[src/rtl/u8u16_pkg.sv]
// Shared types and constants for the UTF-8 to UTF-16 transcoder.
// No dependencies; used by u8u16_decode, u8u16_outbuf and the top level.
package u8u16_pkg;

    localparam logic [15:0] REPL_UNIT   = 16'hFFFD;
    localparam logic [20:0] MAX_CODE    = 21'h10FFFF;
    localparam logic [20:0] SUPP_BASE   = 21'h010000;
    localparam logic [5:0]  HI_SURR_TAG = 6'b110110;   // 0xD800 >> 10
    localparam logic [5:0]  LO_SURR_TAG = 6'b110111;   // 0xDC00 >> 10
    localparam int unsigned MAX_UNITS   = 4;

    // Sequence decoder state
    typedef struct packed {
        logic [1:0]  need;   // continuation bytes still expected in total, 0 = idle
        logic [1:0]  got;    // continuation bytes received
        logic [20:0] acc;    // code point bits gathered so far
    } seq_state_t;

    // Units produced by one input byte
    typedef struct packed {
        logic [MAX_UNITS-1:0][15:0] units;        // index 0 goes out first
        logic [2:0]                 count;        // 0 to MAX_UNITS
        logic                       stream_last;
    } unit_group_t;

endpackage

[src/rtl/u8u16_decode.sv]
// Combinational UTF-8 byte decoder: one byte plus sequence state in,
// up to four UTF-16 units and the next state out. Depends on u8u16_pkg.
module u8u16_decode (
    input  logic [7:0]              in_byte,
    input  logic                    is_last,
    input  u8u16_pkg::seq_state_t   st,
    output u8u16_pkg::seq_state_t   st_next,
    output u8u16_pkg::unit_group_t  res
);

    logic        cont;
    logic        pending;
    logic [20:0] acc_ext;
    logic [1:0]  got_inc;
    logic [20:0] min_code;
    logic        bad_code;
    logic [19:0] supp_off;
    logic        lead_ascii;
    logic        lead_bad;
    logic [1:0]  lead_need;
    logic [20:0] lead_bits;
    logic [2:0]  base;

    assign cont    = (in_byte[7:6] == 2'b10);
    assign pending = (st.need != 2'd0);
    assign acc_ext = {st.acc[14:0], in_byte[5:0]};
    assign got_inc = st.got + 2'd1;

    always_comb begin
        unique case (st.need)
            2'd1:    min_code = 21'h000080;
            2'd2:    min_code = 21'h000800;
            default: min_code = u8u16_pkg::SUPP_BASE;
        endcase
    end

    // overlong, beyond the Unicode range, or an encoded surrogate
    assign bad_code = (acc_ext < min_code) || (acc_ext > u8u16_pkg::MAX_CODE) ||
                      (acc_ext[20:11] == 10'b0000011011);
    assign supp_off = 20'(acc_ext - u8u16_pkg::SUPP_BASE);

    always_comb begin
        lead_ascii = 1'b0;
        lead_bad   = 1'b0;
        lead_need  = 2'd0;
        lead_bits  = '0;
        if (in_byte[7] == 1'b0) begin
            lead_ascii = 1'b1;
        end else if (in_byte[7:5] == 3'b110) begin
            lead_need = 2'd1;
            lead_bits = {16'd0, in_byte[4:0]};
        end else if (in_byte[7:4] == 4'b1110) begin
            lead_need = 2'd2;
            lead_bits = {17'd0, in_byte[3:0]};
        end else if (in_byte[7:3] == 5'b11110) begin
            lead_need = 2'd3;
            lead_bits = {18'd0, in_byte[2:0]};
        end else begin
            lead_bad = 1'b1;
        end
    end

    // replacements owed by a broken pending sequence come first
    assign base = pending ? ({1'b0, st.got} + 3'd1) : 3'd0;

    always_comb begin
        res             = '0;
        res.units       = {u8u16_pkg::MAX_UNITS{u8u16_pkg::REPL_UNIT}};
        res.count       = 3'd0;
        res.stream_last = is_last;
        st_next         = st;
        if (pending && cont) begin
            if (got_inc >= st.need) begin
                st_next = '0;
                if (bad_code) begin
                    res.count = 3'd1;
                end else if (acc_ext >= u8u16_pkg::SUPP_BASE) begin
                    res.units[0] = {u8u16_pkg::HI_SURR_TAG, supp_off[19:10]};
                    res.units[1] = {u8u16_pkg::LO_SURR_TAG, supp_off[9:0]};
                    res.count    = 3'd2;
                end else begin
                    res.units[0] = acc_ext[15:0];
                    res.count    = 3'd1;
                end
            end else if (is_last) begin
                st_next   = '0;
                res.count = {1'b0, got_inc} + 3'd1;
            end else begin
                st_next.got = got_inc;
                st_next.acc = acc_ext;
            end
        end else begin
            st_next = '0;
            if (lead_ascii) begin
                res.units[base[1:0]] = {8'h00, in_byte};
                res.count            = base + 3'd1;
            end else if (lead_bad || is_last) begin
                res.count = base + 3'd1;
            end else begin
                res.count    = base;
                st_next.need = lead_need;
                st_next.acc  = lead_bits;
            end
        end
        if (is_last) begin
            st_next = '0;
        end
    end

endmodule

[src/rtl/u8u16_outbuf.sv]
// Result register: holds the units of one input byte and drains them one
// per transfer on the master side. Depends on u8u16_pkg.
module u8u16_outbuf (
    input  logic                    aclk,
    input  logic                    aresetn,
    input  logic                    load,
    input  u8u16_pkg::unit_group_t  res,
    output logic                    can_load,
    output logic                    m_tvalid,
    input  logic                    m_tready,
    output logic [15:0]             m_tdata,   // [15:0] out_unit
    output logic                    m_tlast,   // run_last
    output logic                    m_tuser    // stream_last
);

    logic [u8u16_pkg::MAX_UNITS-1:0][15:0] units_reg;
    logic [2:0]                            rem_reg;
    logic                                  slast_reg;
    logic                                  one_left;

    assign one_left = (rem_reg == 3'd1);
    assign m_tvalid = (rem_reg != 3'd0);
    assign m_tdata  = units_reg[0];
    assign m_tlast  = one_left;
    assign m_tuser  = slast_reg && one_left;
    // refill in the same cycle as the final unit goes out
    assign can_load = (rem_reg == 3'd0) || (one_left && m_tready);

    always_ff @(posedge aclk) begin
        if (!aresetn) begin
            rem_reg <= 3'd0;
        end else if (load) begin
            rem_reg <= res.count;
        end else if (m_tvalid && m_tready) begin
            rem_reg <= rem_reg - 3'd1;
        end
    end

    always_ff @(posedge aclk) begin
        if (load) begin
            units_reg <= res.units;
            slast_reg <= res.stream_last;
        end else if (m_tvalid && m_tready) begin
            units_reg <= {16'd0, units_reg[u8u16_pkg::MAX_UNITS-1:1]};
        end
    end

endmodule

[src/rtl/utf8_to_utf16_transcoder_core.sv]
// UTF-8 to UTF-16 transcoder top level: sequence state register, decoder
// and result register. Depends on u8u16_pkg, u8u16_decode, u8u16_outbuf.
//
// Takes one UTF-8 byte per transfer (s_tlast on the final byte of the text)
// and gives UTF-16 code units, one per transfer, with m_tlast on the last
// unit caused by a byte and m_tuser on the final unit of the stream. A byte
// is decoded in the cycle it is accepted and its units are registered, so a
// byte that yields zero or one unit is taken every cycle while m_tready is
// high. A byte that yields n units (surrogate pair, or a run of U+FFFD for a
// broken sequence, up to four) holds the input while the result register
// drains; the next byte is taken in the cycle the last unit is transferred.
// Malformed input becomes U+FFFD; decoding resynchronises on the next byte.
module utf8_to_utf16_transcoder_core (
    input  logic        aclk,
    input  logic        aresetn,
    input  logic        s_tvalid,
    output logic        s_tready,
    input  logic [7:0]  s_tdata,    // [7:0] in_byte
    input  logic        s_tlast,    // is_last
    output logic        m_tvalid,
    input  logic        m_tready,
    output logic [15:0] m_tdata,    // [15:0] out_unit
    output logic        m_tlast,    // run_last
    output logic        m_tuser     // stream_last
);

    u8u16_pkg::seq_state_t  seq_reg;
    u8u16_pkg::seq_state_t  seq_next;
    u8u16_pkg::unit_group_t dec_res;
    logic                   can_load;
    logic                   in_xfer;

    assign s_tready = can_load;
    assign in_xfer  = s_tvalid && can_load;

    u8u16_decode u_decode (
        .in_byte (s_tdata),
        .is_last (s_tlast),
        .st      (seq_reg),
        .st_next (seq_next),
        .res     (dec_res)
    );

    always_ff @(posedge aclk) begin
        if (!aresetn) begin
            seq_reg <= '0;
        end else if (in_xfer) begin
            seq_reg <= seq_next;
        end
    end

    u8u16_outbuf u_outbuf (
        .aclk     (aclk),
        .aresetn  (aresetn),
        .load     (in_xfer),
        .res      (dec_res),
        .can_load (can_load),
        .m_tvalid (m_tvalid),
        .m_tready (m_tready),
        .m_tdata  (m_tdata),
        .m_tlast  (m_tlast),
        .m_tuser  (m_tuser)
    );

endmodule

[config.mk]
export PLATFORM = sky130hd
export DESIGN_NAME = utf8_to_utf16_transcoder_core
export DESIGN_NICKNAME = d
export VERILOG_FILES = /design/src/rtl/u8u16_pkg.sv /design/src/rtl/u8u16_decode.sv /design/src/rtl/u8u16_outbuf.sv /design/src/rtl/utf8_to_utf16_transcoder_core.sv
export SDC_FILE = /design/constraint.sdc
export NUM_CORES = 1
export LEC_CHECK = 0
export ABC_AREA = 1
export BUFFER_PORTS_ARGS = -buffer_cell sky130_fd_sc_hd__buf_4
export CAP_MARGIN = 20
export CORE_MARGIN = 5
export CORE_UTILIZATION = 65
export DETAILED_ROUTE_END_ITERATION = 6
export GPL_TIMING_DRIVEN = 0
export HOLD_SLACK_MARGIN = 0.1
export PLACE_DENSITY = 0.82
export SKIP_CTS_REPAIR_TIMING = 1
export SLEW_MARGIN = 20
export SYNTH_ARGS = -nofsm -noshare
export SYNTH_HDL_FRONTEND = slang
export SYNTH_HIERARCHICAL = 1
export SYNTH_SLANG_ARGS = --single-unit
[constraint.sdc]
create_clock -name aclk -period 6.5 [get_ports aclk]
set_clock_uncertainty 0.15 [all_clocks]
set_input_delay 0.65 -clock aclk [delete_from_list [all_inputs] [get_ports aclk]]
set_output_delay 0.65 -clock aclk [all_outputs]
set_load 0.05 [all_outputs]
* Yosys cells after proc, flatten, opt, wreduce, memory -nomap -nowiden
Cells that the tools add are included.
** Operators by class
- Shifts and indexed selects :: 0
- Div/mod/pow operators :: 0
- Bitwise gates (word level) :: 3
- Equal/unequal tests :: 9
- Magnitude comparators :: 6
- Add/subtract/negate cells :: 6
- Multiply operators :: 0
- Reduce and logical (&&, ||, !) cells :: 15
- Mux-type cells :: 37
** Operator list (count)
- $mux 64 :: 3
- $mux 21 :: 4
- $mux 25 :: 3
- $mux 30 :: 2
- $not 60->60 :: 1
- $or 52x60->60 :: 1
- $mux 35 :: 1
- $pmux 17 s2 :: 1
- $demux 16 s2 :: 1
- $mux 32 :: 1
- $mux 3 :: 9
- $ge 21x17->1 const B :: 1
- $gt 21x21->1 const B :: 1
- $lt 21x17->1 :: 1
- $sub 20x17->20 const B :: 1
- $mux 19 :: 1
- $mux 16 :: 1
- $mux 14 :: 1
- $eq 10x5->1 const B :: 1
- $mux 2 :: 5
- $add 2x1->3 const B :: 2
- $logic_and 1x1->1 :: 6
- $eq 5x5->1 const B :: 1
- $and 4x4->4 :: 1
- 18 further kinds :: 26
** Storage, ports and cells
- Bits in latches :: 0
- Bits in writable memories :: 0
- Bits in read-only memories :: 0
- Memories :: 0
- Bits in registers :: 87
- Word-level logic and storage cells :: 85

* Logic depth before layout (Yosys ltp)
Gate-level depths: netlist of the first run.
- Word-level depth :: 11
- Depth in mapped cells :: 18

* Hierarchy
The synthesis of the first run kept the hierarchy.
** By module, submodules not included
- u8u16_outbuf :: area each 3062.9 um^2, sequential area each 2011.9 um^2, times used 1, cells an instance 312
- u8u16_decode :: area each 1681.6 um^2, sequential area each 0.0 um^2, times used 1, cells an instance 315
- utf8_to_utf16_transcoder_core :: area each 1048.5 um^2, sequential area each 500.5 um^2, times used 1, cells an instance 160

* Worst setup path after synthesis of the first run
No wires, ideal clock.
- Path type :: reg-to-reg
- Start point :: reg u_outbuf.rem_reg[1]
- End point :: reg u_outbuf.units_reg, in the netlist u_outbuf/m_tdata[0] (enable)
- Cell stages (with the launch flop) :: 13
- Data required time :: 5932 ps
- Clock period less this slack :: 3862 ps
- Path slack :: 2638 ps
- Setup time :: 418 ps
- Arrival time :: 3294 ps
- Path through :: dfxtp_1 -> inv_1 -> ha_1 -> nand2_1 -> inv_1 -> nand2_1 -> nand2_1 -> nand2_2 -> buf_4 -> inv_1 -> buf_4 -> a21oi_2 -> inv_1
** Between the ends
- Cells in the longest elaborated chain, start to end :: 5
- Elaborated cells on any way between the ends :: 8
- Those cells by class :: eq/ne: 1; reduce/logical: 7
** RTL lines
- start: declaration :: RTL line u8u16_outbuf.sv:17 : logic [2:0] rem_reg;
- start signal: assignment :: RTL line u8u16_outbuf.sv:33 : rem_reg <= res.count;
- start signal: assignment :: RTL line u8u16_outbuf.sv:35 : rem_reg <= rem_reg - 3'd1;
- $eq 3x1->1 :: RTL line u8u16_outbuf.sv:21 : assign one_left = (rem_reg == 3'd1);
- named net m_tlast :: RTL line utf8_to_utf16_transcoder_core.sv:23 : output logic m_tlast,
- $logic_and 1x1->1 :: RTL line u8u16_outbuf.sv:27 : assign can_load = (rem_reg == 3'd0) || (one_left && m_tready);
- $logic_or 1x1->1 :: RTL line u8u16_outbuf.sv:27
- named net s_tready :: RTL line utf8_to_utf16_transcoder_core.sv:17 : output logic s_tready,
- $logic_and 1x1->1 :: RTL line utf8_to_utf16_transcoder_core.sv:34 : assign in_xfer = s_tvalid && can_load;
- named net in_xfer :: RTL line utf8_to_utf16_transcoder_core.sv:31 : logic in_xfer;
- $reduce_bool 2->1 (no source line)
- end signal: assignment :: RTL line u8u16_outbuf.sv:41 : units_reg <= res.units;
- end signal: assignment :: RTL line u8u16_outbuf.sv:44 : units_reg <= {16'd0, units_reg[u8u16_pkg::MAX_UNITS-1:1]};
- end: declaration :: RTL line u8u16_outbuf.sv:16 : logic [u8u16_pkg::MAX_UNITS-1:0][15:0] units_reg;
The timed path passes the listed nets, and every way through them passes these cells.
A chain may end at the register's enable or synchronous reset.

==> summary.md, run 1 <==
| Metric | Value |
|---|---|
| Global route overflow | `0` |
| Average wire per standard cell | `about 14 microns` |
| Max frequency | `~350 MHz` |
| Tightest Pin Transition | `~760 ps` |
| Clock Latency Late Sink | `around 360 ps` |
| Fillcell total | `about 660` |
| Mapped Cells | `744` |
| Total Routing Usage GR | `25.36%` |
| Root buf cell | `clkbuf_8` |
| Initial antenna violation count | `0` |
| Setup TNS | `0 ps` |
| Via-to-Cell Ratio | `a little over 5` |
| Drt initial violations | `300` |
| Pwr/cell area | `approximately 540 mW/mm^2` |
| Final ANT Viol Nets | `0` |
| First-pass GRT wire length | `between 20,000 and 25,000 microns` |
| Total power | `about 3300 uW` |
| Routed via count | `about 4.6k` |
| CP Launch Type | `flop` |
| Clock sink count | `87` |
| Worst Path Class, Setup | `reg2reg` |
| IO buf count | `32` |
| Peak VDD IR | `0.4991 mV` |
| Fin crit period | `~2900 ps` |
| Final Cycle Share | `44.08%` |
| DIE AREA | `around 0.010 sq mm` |
| RePlAce Congestion | `0.9352` |
| Final slew viol count | `0` |
| RSZ-0062 raised after global routing | `false` |
| Leakage | `slightly above 0.003 uW` |
| Clock slew at reported path FFs | `around 100 ps` |
| Final #Nets | `between 800 and 900` |
| Total core area | `about 0.0083 sq mm` |
| Status | `complete, no violations` |
| Max Fanout on Critical Path | `10` |
| DRT Wirelength | `between 10,000 and 15,000 microns` |
| Setup crit end kind | `flop` |
| YS warnings | `6` |
| Vias in the first global route | `between 4k and 5k` |
| Largest register FFs | `48` |
| First drt pass iteration count | `5` |
| Critical path arrival | `between 2000 and 3000 ps` |
| CTS tree | `built` |
| Max Cap Violations | `0` |
| Mapped Area | `around 0.0055 sq mm` |
| CTS buffer count | `9` |
| Final setup vio count | `0` |
| Io pins | `33` |
| # DRC | `0` |
| Num rows | `33` |
| Largest net degree at the start of global routing | `65` |
| Rel. slew slack | `a little under 50%` |
| H-Tree Depth | `3` |
| Max clock buf depth | `2` |
| Hpwl dp | `9523 microns` |
| Layout cells sized above 1 | `between 10% and 20%` |
| Ant. Diodes | `0` |
| Min-delay worst type | `reg2reg` |
| Final Hold Viols | `0` |
| Final Core Density | `74.08%` |
| Syn avg cell area | `between 7 and 8 sq um` |
| Die height | `~100 microns` |
| Initial Util | `about two thirds` |
| Area grow syn2layout | `10.54%` |
| Critical Path RT | `6470 ps` |
| Die W | `~100 microns` |
| Post-synth net total | `between 700 and 800` |
[layer usage]
| layer | GRT usage, % | up-vias | part of all wire [%] |
|---|---|---|---|
| li1 | - | 2343 | - |
| met1 | 32.78 | 2109 | 43 |
| met2 | 43.53 | 161 | 49 |
| met3 | 4.437 | 13 | 6.4 |
| met4 | 7.972 | 0 | 1.3 |
| met5 | 0 | - | 0 |
[layout by cell type, fill, tap and decap left out, types with 3 or more instances in the layout]
cell / n
nand2_1: 280
nor2_1: 93
inv_1: 83
buf_4: 75
edfxtp_1: 65
nand3_1: 25
dfxtp_1: 22
o21ai_0: 18
ha_1: 18
inv_2: 15
buf_2: 14
nand3_2: 12
clkbuf_8: 9
nand2_2: 7
a21oi_1: 7
o21ai_1: 6
buf_6: 5
nand4_1: 4
nor2_4: 3
nand2_4: 3
xor2_1: 3
[critical path, cell delays in order, from the launching register on]
cell and delay (ps):
dfxtp_1 450, inv_1 120, ha_1 350, nor2_1 100, inv_1 110, ha_1 150, nand2_1 90, nand2_1 170
clkbuf_1 540, nand3_2 130, nand2_1 140, nand2_1 90
[final timing paths]
path,startpoint,end,slack [ps],cells past startpoint
setup / recovery,seq_reg[21],u_outbuf/m_tdata[12],3630,11
hold / removal,u_outbuf/units_reg[48],u_outbuf/units_reg[32],370,2
setup reg to reg,seq_reg[21],u_outbuf/m_tdata[12],3630,11
hold reg to reg,u_outbuf/units_reg[48],u_outbuf/units_reg[32],370,2
[metrics by stage]
step / area (sq um) / std cells / setup slack, ps / hold slack (ps)
3_5_place_dp: 5908 / 881 / 3699 / 347.6
4_1_cts: 6117 / 897 / 3666 / 368.1
2_1_floorplan: 5534 / 744 / 2659 / 337.4
3_3_place_gp: 5906 / 881 / 2760 / 344.1
6_report: 6117 / 897 / 3635 / 367.6
5_1_grt: 6117 / 897 / 3423 / 382.3
[layout make-up]
cell class,instances,area (sq um),area share (%)
Buffer,65,476.7,7.793
Timing Repair Buffer,32,240.2,3.927
Tap cell,105,131.4,2.148
Clock buffer,9,123.9,2.025
Multi-Input combinational cell,493,2293,37.49
Inverter,99,374.1,6.116
Sequential cell,87,2392,39.11
Clock inverter,7,85.08,1.391
[power by group]
group | switching [uW] | leakage (uW) | internal, uW
registers | 113 | 0.000820 | 1000
logic | 1190 | 0.00217 | 584
clock network | 214 | 0.000100 | 186
Note: power is estimated with default switching activity, not from simulation.
==> run 2, diff against run 1 <==
- CORE_UTILIZATION: 65 -> 57
- PLACE_DENSITY: 0.82 -> 0.76
- clock period: 6.5 -> 2.4 ns (I/O delays scaled with it)
==> run 2 against run 1 <==
  * Sequential share of layout area down 3.2 points
  * Highest routed layer unchanged
  * Hold slack got worse by 270 ps
  * The flow now finishes with violations (setup timing)
  * Die area grew 13%
  * First-iteration DRC count grew 46%
  * Register-to-register slack worse by 3700 ps
  * Combinational power grew to 3.3 times the previous value
  * Power increased to 3.0 times the previous value
  * Critical endpoint is now u_outbuf/m_tdata[7]
  * Clock-buffer cell count rose by 1
  * Routed wire length increased by 8.3%
  * Sequential power rose to 2.8 times the previous value
  * Final cell count up 5.7%
==> summary.md, run 2 (synthesis gave the netlist of run 1 again) <==
| Metric | Value |
|---|---|
| Status | `finished, violations left` |
| Failing checks | `setup timing` |
| CTS buffer count | `9 (unchanged)` |
| Largest register FFs | `48 (unchanged)` |
| Fin worst setup slack | `-77.75 ps (-3712 ps)` |
| Final Cycle Share | `103.2% (+59 points)` |
| Final slew viol count | `0 (unchanged)` |
| H-Tree Depth | `3 (unchanged)` |
| R2r setup slk | `-80 ps (-3710 ps)` |
| Critical path arrival | `2460 ps (-370 ps)` |
| Setup WS pre-CTS | `-549.3 ps (-4249 ps)` |
| Fin crit period | `2478 ps (-387.6 ps)` |
| Tightest Pin Transition | `504.7 ps (-260.2 ps)` |
| Final ANT Viol Nets | `0 (unchanged)` |
| First drt pass iteration count | `6 (+1)` |
| Final Hold Viols | `0 (unchanged)` |
| Commonest non-fill, non-tap cell in the layout | `nand2_1` |
| Worst reg2reg path depth | `13 (+2)` |
| Final #Nets | `841 (+2.8%)` |
| Worst path most repeated cell | `nand3_2` |
| Total core area | `0.009639 sq mm (+17%)` |
| CTS tree | `built` |
| Final Core Density | `69.54% (-4.5 points)` |
| Critical Path RT | `2380 ps (-4090 ps)` |
| DIE AREA | `0.01178 sq mm (+13%)` |
| Worst Path Class, Setup | `reg2reg` |
| Largest net degree at the start of global routing | `34 (-48%)` |
| Routed via count | `4,803 (+3.8%)` |
| Initial antenna violation count | `0 (unchanged)` |
| Num rows | `36 (+9.1%)` |
| Rel. slew slack | `66.35% (+17 points)` |
| Initial Util | `57.41% (-9.6 points)` |
| Clock slew at reported path FFs | `90 ps (about the same)` |
| Clock Latency Late Sink | `360 ps (about the same)` |
| Setup crit end kind | `flop` |
| Global route overflow | `0 (unchanged)` |
| Pwr/cell area | `1486 mW/mm^2 (+180%)` |
| # DRC | `0 (unchanged)` |
| Commonest cells after routing, fill and taps aside | `263 x nand2_1, 88 x nor2_1, 85 x buf_4, 76 x inv_1, 65 x edfxtp_1` |
| Area grow syn2layout | `21.12%` |
| Die height | `108.5 microns (+6.1%)` |
| Reg2reg start | `seq_reg[24]` |
| IO buf count | `32 (unchanged)` |
| Crit-path slowest cell | `dfxtp_4` |
| First-pass GRT wire length | `20,800 microns (+2.7%)` |
| Io pins | `33 (unchanged)` |
| Max Fanout on Critical Path | `6 (-4)` |
| Peak VDD IR | `0.7456 mV (+49%)` |
| Min-delay worst type | `in2reg` |
| Hold WS | `96.00 ps (-271.6 ps)` |
| Clock sink count | `87 (unchanged)` |
| Die W | `108.5 microns (+6.1%)` |
| CP peak stage delay | `390 ps (-150 ps)` |
| Drt initial violations | `437 (+46%)` |
| Root buf cell | `clkbuf_8` |
| Crit path cell chain | `inv_4 > ha_4 > ha_4 > nand3_2 > nor2_2 > nand2_2 > a21oi_4 > nand3_2 > nand2_4 > clkbuf_16 > nand3_2 > nand2_1 > nand2_1` |
| Layout cells sized above 1 | `27.48% (+7.9 points)` |
| Max frequency | `403.6 MHz (+16%)` |
| Max clock buf depth | `2 (unchanged)` |
| Leakage | `0.003264 uW (+5.6%)` |
| Total Routing Usage GR | `22.86% (-2.5 points)` |
| Critical path capture point | `u_outbuf/m_tdata[7]` |
| Vias in the first global route | `4,354 (+1.0%)` |
| Average wire per standard cell | `14.43 microns (+2.5%)` |
| Final setup vio count | `12 (+12)` |
| CP Launch Type | `flop` |
| RSZ-0062 raised after global routing | `true` |
| Ant. Diodes | `0 (unchanged)` |
| Max Cap Violations | `0 (unchanged)` |
| Worst Setup SP | `seq_reg[24]` |
| Hpwl dp | `9499 microns (-0.25%)` |
| RePlAce Congestion | `0.9345 (about the same)` |
| Via-to-Cell Ratio | `5.066 (-1.8%)` |
| DRT Wirelength | `13,680 microns (+8.3%)` |
| R2R Path End | `u_outbuf/m_tdata[7]` |
run 2: report_power, final:
group / switching, uW / internal [uW] / total (uW)
Clock: 553 / 487 / 1040
Sequential: 339 / 2720 / 3060
Combinational: 3630 / 2240 / 5870
run 2: cell type report:
class | count | area, sq um
inverters | 99 | 384.1
repair inverters | 2 | 12.51
plain buffers | 63 | 469.2
repair buffers | 54 | 521.8
fillers | 781 | 2937
multi-input cells | 494 | 2545
clock inverters | 6 | 67.56
flip-flops and latches | 87 | 2409
clock buffers | 10 | 127.6
well taps | 133 | 166.4
run 2: worst max-delay path, delay by kind of cell (launching register included):
family	cells	cell delay (ps)
AND/OR/NAND/NOR	8	760
adder cells (fa/ha/maj)	2	530
AO/OA/AOI/OAI	1	210
buffers and inverters	2	200
flip-flops	1	390
run 2: routing by layer:
metal / part of all wire, % / track usage (%) / routed length, microns
met5: 0 / 0 / 0
met4: 1.7 / 8.656 / 239
met3: 7.9 / 3.821 / 1084
met2: 48 / 36.50 / 6616
met1: 42 / 31.22 / 5740
run 2: worst min path at each step:
stage / start / slack (ps) / cells after the start / endpoint
3_3_place_gp: u_outbuf/units_reg[17] / 350 / 2 / u_outbuf/m_tdata[1]
2_1_floorplan: aresetn / 210 / 2 / u_outbuf/rem_reg[1]
3_5_place_dp: u_outbuf/units_reg[22] / 350 / 2 / u_outbuf/m_tdata[6]
5_1_grt: s_tvalid / 100 / 4 / seq_reg[13]
4_1_cts: aresetn / -30 / 3 / u_outbuf/rem_reg[1]
6_report: s_tvalid / 100 / 4 / seq_reg[13]
run 2: per-stage QoR:
| step | setup TNS, ps | cells | instance area, sq um | power (uW) |
|---|---|---|---|---|
| after floorplan | -47440 | 744 | 5620 | 6763 |
| after global routing | -2847 | 948 | 6703 | 10650 |
| after CTS | -36630 | 926 | 6242 | 9014 |
| final | -507.7 | 948 | 6703 | 9963 |
| after detailed placement | -34870 | 910 | 6047 | 7977 |
| after global placement | -63330 | 909 | 6027 | 7768 |
==> run 3, diff against run 2 <==
- BUFFER_PORTS_ARGS: -buffer_cell sky130_fd_sc_hd__buf_4 -> not set
- CORE_ASPECT_RATIO: not set -> 0.9
- CORE_UTILIZATION: 57 -> 59
- DONT_BUFFER_PORTS: not set -> 1
==> run 3 against run 2 <==
  * The flow still finishes with violations (setup timing)
  * Via count fell by 2.7%
  * Non-clock buffer count fell by 17
  * First-iteration DRC count fell by 7.1%
  * Final cell count fell by 3.2%
  * Global-route usage rose by 0.13 points
  * Sequential share of layout area rose by 0.41 points
  * Clock power barely moved
  * Power fell by 0.75%
  * Sequential cell count did not move
  * Routed wire length rose by 1.3%
  * Critical path type unchanged
==> summary.md, run 3 (synthesis gave the netlist of run 1 again) <==
| Metric | Value |
|---|---|
| CTS tree | `built` |
| Min-delay worst type | `in2reg` |
| Max Cap Violations | `0 (unchanged)` |
| First drt pass iteration count | `6 (unchanged)` |
| Final Cycle Share | `103.0% (-0.25 points)` |
| Largest register FFs | `48 (unchanged)` |
| Largest net degree at the start of global routing | `37 (+8.8%)` |
| Hpwl dp | `9586 microns (+0.92%)` |
| Comb power frac | `58.6% (-0.3 points)` |
| Num rows | `33 (-8.3%)` |
| R2R Path End | `u_outbuf/m_tdata[15]` |
| DIE AREA | `0.01142 sq mm (-3.1%)` |
| Register share of total power | `30.9% (+0.2 points)` |
| Rel. slew slack | `40.68% (-26 points)` |
| Max clock buf depth | `2 (unchanged)` |
| DRT Wirelength | `13,860 microns (+1.3%)` |
| Critical Path RT | `2370 ps (about the same)` |
| Final setup vio count | `69 (+57)` |
| Layout cells sized above 1 | `24.50% (-3.0 points)` |
| Final ANT Viol Nets | `0 (unchanged)` |
| Ant. Diodes | `0 (unchanged)` |
| Vias in the first global route | `4,212 (-3.3%)` |
| Io pins | `33 (unchanged)` |
| CP Launch Type | `flop` |
| Final #Nets | `823 (-2.1%)` |
| Final Hold Viols | `0 (unchanged)` |
| Final slew viol count | `0 (unchanged)` |
| Pwr/cell area | `1494 mW/mm^2 (+0.52%)` |
| Commonest cells after routing, fill and taps aside | `258 x nand2_1, 92 x nor2_1, 77 x inv_1, 65 x edfxtp_1, 57 x buf_4` |
| R2r setup slk | `-70 ps (about the same)` |
| Max Fanout on Critical Path | `5 (-1)` |
| Die height | `101.9 microns (-6.1%)` |
| Critical path capture point | `u_outbuf/m_tdata[15]` |
| Average wire per standard cell | `15.10 microns (+4.6%)` |
| Reg2reg start | `seq_reg[24]` |
| Status | `finished, violations left` |
| # DRC | `0 (unchanged)` |
| Worst Path Class, Setup | `reg2reg` |
| Global route overflow | `0 (unchanged)` |
| CTS buffer count | `9 (unchanged)` |
| Clock Latency Late Sink | `370 ps (about the same)` |
| RSZ-0062 raised after global routing | `true` |
| IO buf count | `0 (-100%)` |
| Peak VDD IR | `0.8723 mV (+17%)` |
| Critical path arrival | `2440 ps (-20 ps)` |
| Fillcell total | `680 (-13%)` |
| Initial Util | `60.65% (+3.2 points)` |
| Fin worst setup slack | `-71.74 ps (+6.004 ps)` |
| Worst Setup SP | `seq_reg[24]` |
| First-pass GRT wire length | `20,570 microns (-1.1%)` |
| Tightest Pin Transition | `886.5 ps (+381.8 ps)` |
| Die W | `112.1 microns (+3.3%)` |
| Clock slew at reported path FFs | `100 ps (about the same)` |
| Switching pwr | `4499 uW (-0.45%)` |
| Internal power | `5389 uW (-1.0%)` |
| Worst reg2reg path depth | `13 (unchanged)` |
| H-Tree Depth | `3 (unchanged)` |
| Setup TNS | `-2222 ps (-1715 ps)` |
| Total power | `9887 uW (-0.75%)` |
| Initial antenna violation count | `0 (unchanged)` |
| Final Core Density | `72.52% (+3.0 points)` |
| Clk pwr share | `10.6% (+0.2 points)` |
| RePlAce Congestion | `0.9760 (+4.4%)` |
| Routed via count | `4,672 (-2.7%)` |
| Total Routing Usage GR | `22.99% (+0.13 points)` |
| Clock sink count | `87 (unchanged)` |
| Sw Share | `45.50% (+0.14 points)` |
| Setup crit end kind | `flop` |
| Via-to-Cell Ratio | `5.089 (+0.45%)` |
| Area grow syn2layout | `19.58%` |
| Drt initial violations | `406 (-7.1%)` |
| Failing checks | `setup timing` |
| Max frequency | `404.6 MHz (+0.24%)` |
| Commonest non-fill, non-tap cell in the layout | `nand2_1` |
| Leakage | `0.003185 uW (-2.4%)` |
| Total core area | `0.009125 sq mm (-5.3%)` |
| Fin crit period | `2472 ps (-6.004 ps)` |
| Root buf cell | `clkbuf_8` |
run 3: worst max-delay path: stages, from the launching register on:
cell and delay, ps:
dfxtp_4 400, inv_4 50, ha_4 250, ha_4 280
nand3_2 80, nor2_2 140, nand2_2 90, a21oi_4 210
nand3_2 110, nand2_4 120, clkbuf_16 160, nand3_2 50
nand2_1 80, nand2_1 50
run 3: worst min path at each step:
stage | start | to | depth (start not counted)
3_5_place_dp | aresetn | u_outbuf/rem_reg[2] | 2
6_report | s_tdata[1] | seq_reg[1] | 4
5_1_grt | s_tdata[5] | u_outbuf/units_reg[53] | 4
3_3_place_gp | aresetn | u_outbuf/rem_reg[1] | 2
4_1_cts | aresetn | u_outbuf/rem_reg[0] | 2
2_1_floorplan | aresetn | u_outbuf/rem_reg[1] | 2
run 3: per-layer routing:
metal  up-vias  GRT usage [%]  share of wire [%]
met5         -              0                  0
met4         0          7.763                1.5
met3        19          4.796                8.7
met2       180          36.05                 45
met1      2129          32.18                 45
li1       2344              -                  -
run 3: per-stage QoR:
stage	setup slack, ps	area (sq um)	hold slack (ps)	cells
2_1_floorplan	-741.3	5620	208.7	744
3_3_place_gp	-1211	5773	215.8	866
3_5_place_dp	-736.9	5793	221.8	867
4_1_cts	-761.2	5987	-174.3	882
5_1_grt	-156.1	6618	126.0	918
6_report	-71.74	6618	114.8	918
run 3: area by class of cell:
class | instances | area, sq um | share of cell area (%)
clock buffers | 9 | 123.9 | 1.872
repair inverters | 2 | 15.01 | 0.2269
plain buffers | 63 | 467.9 | 7.071
multi-input cells | 493 | 2517 | 38.04
flip-flops and latches | 87 | 2405 | 36.34
well taps | 122 | 152.6 | 2.307
inverters | 99 | 399.1 | 6.031
repair buffers | 37 | 466.7 | 7.052
clock inverters | 6 | 70.07 | 1.059
run 3: power groups by stage:
stage	combinational [uW]	sequential, uW	clock (uW)
floorplan	3790	2980	0
global placement	4480	3060	0
detailed placement	4640	3060	0
CTS	4660	3020	1060
global route	6330	3120	1130
finish	5790	3050	1040
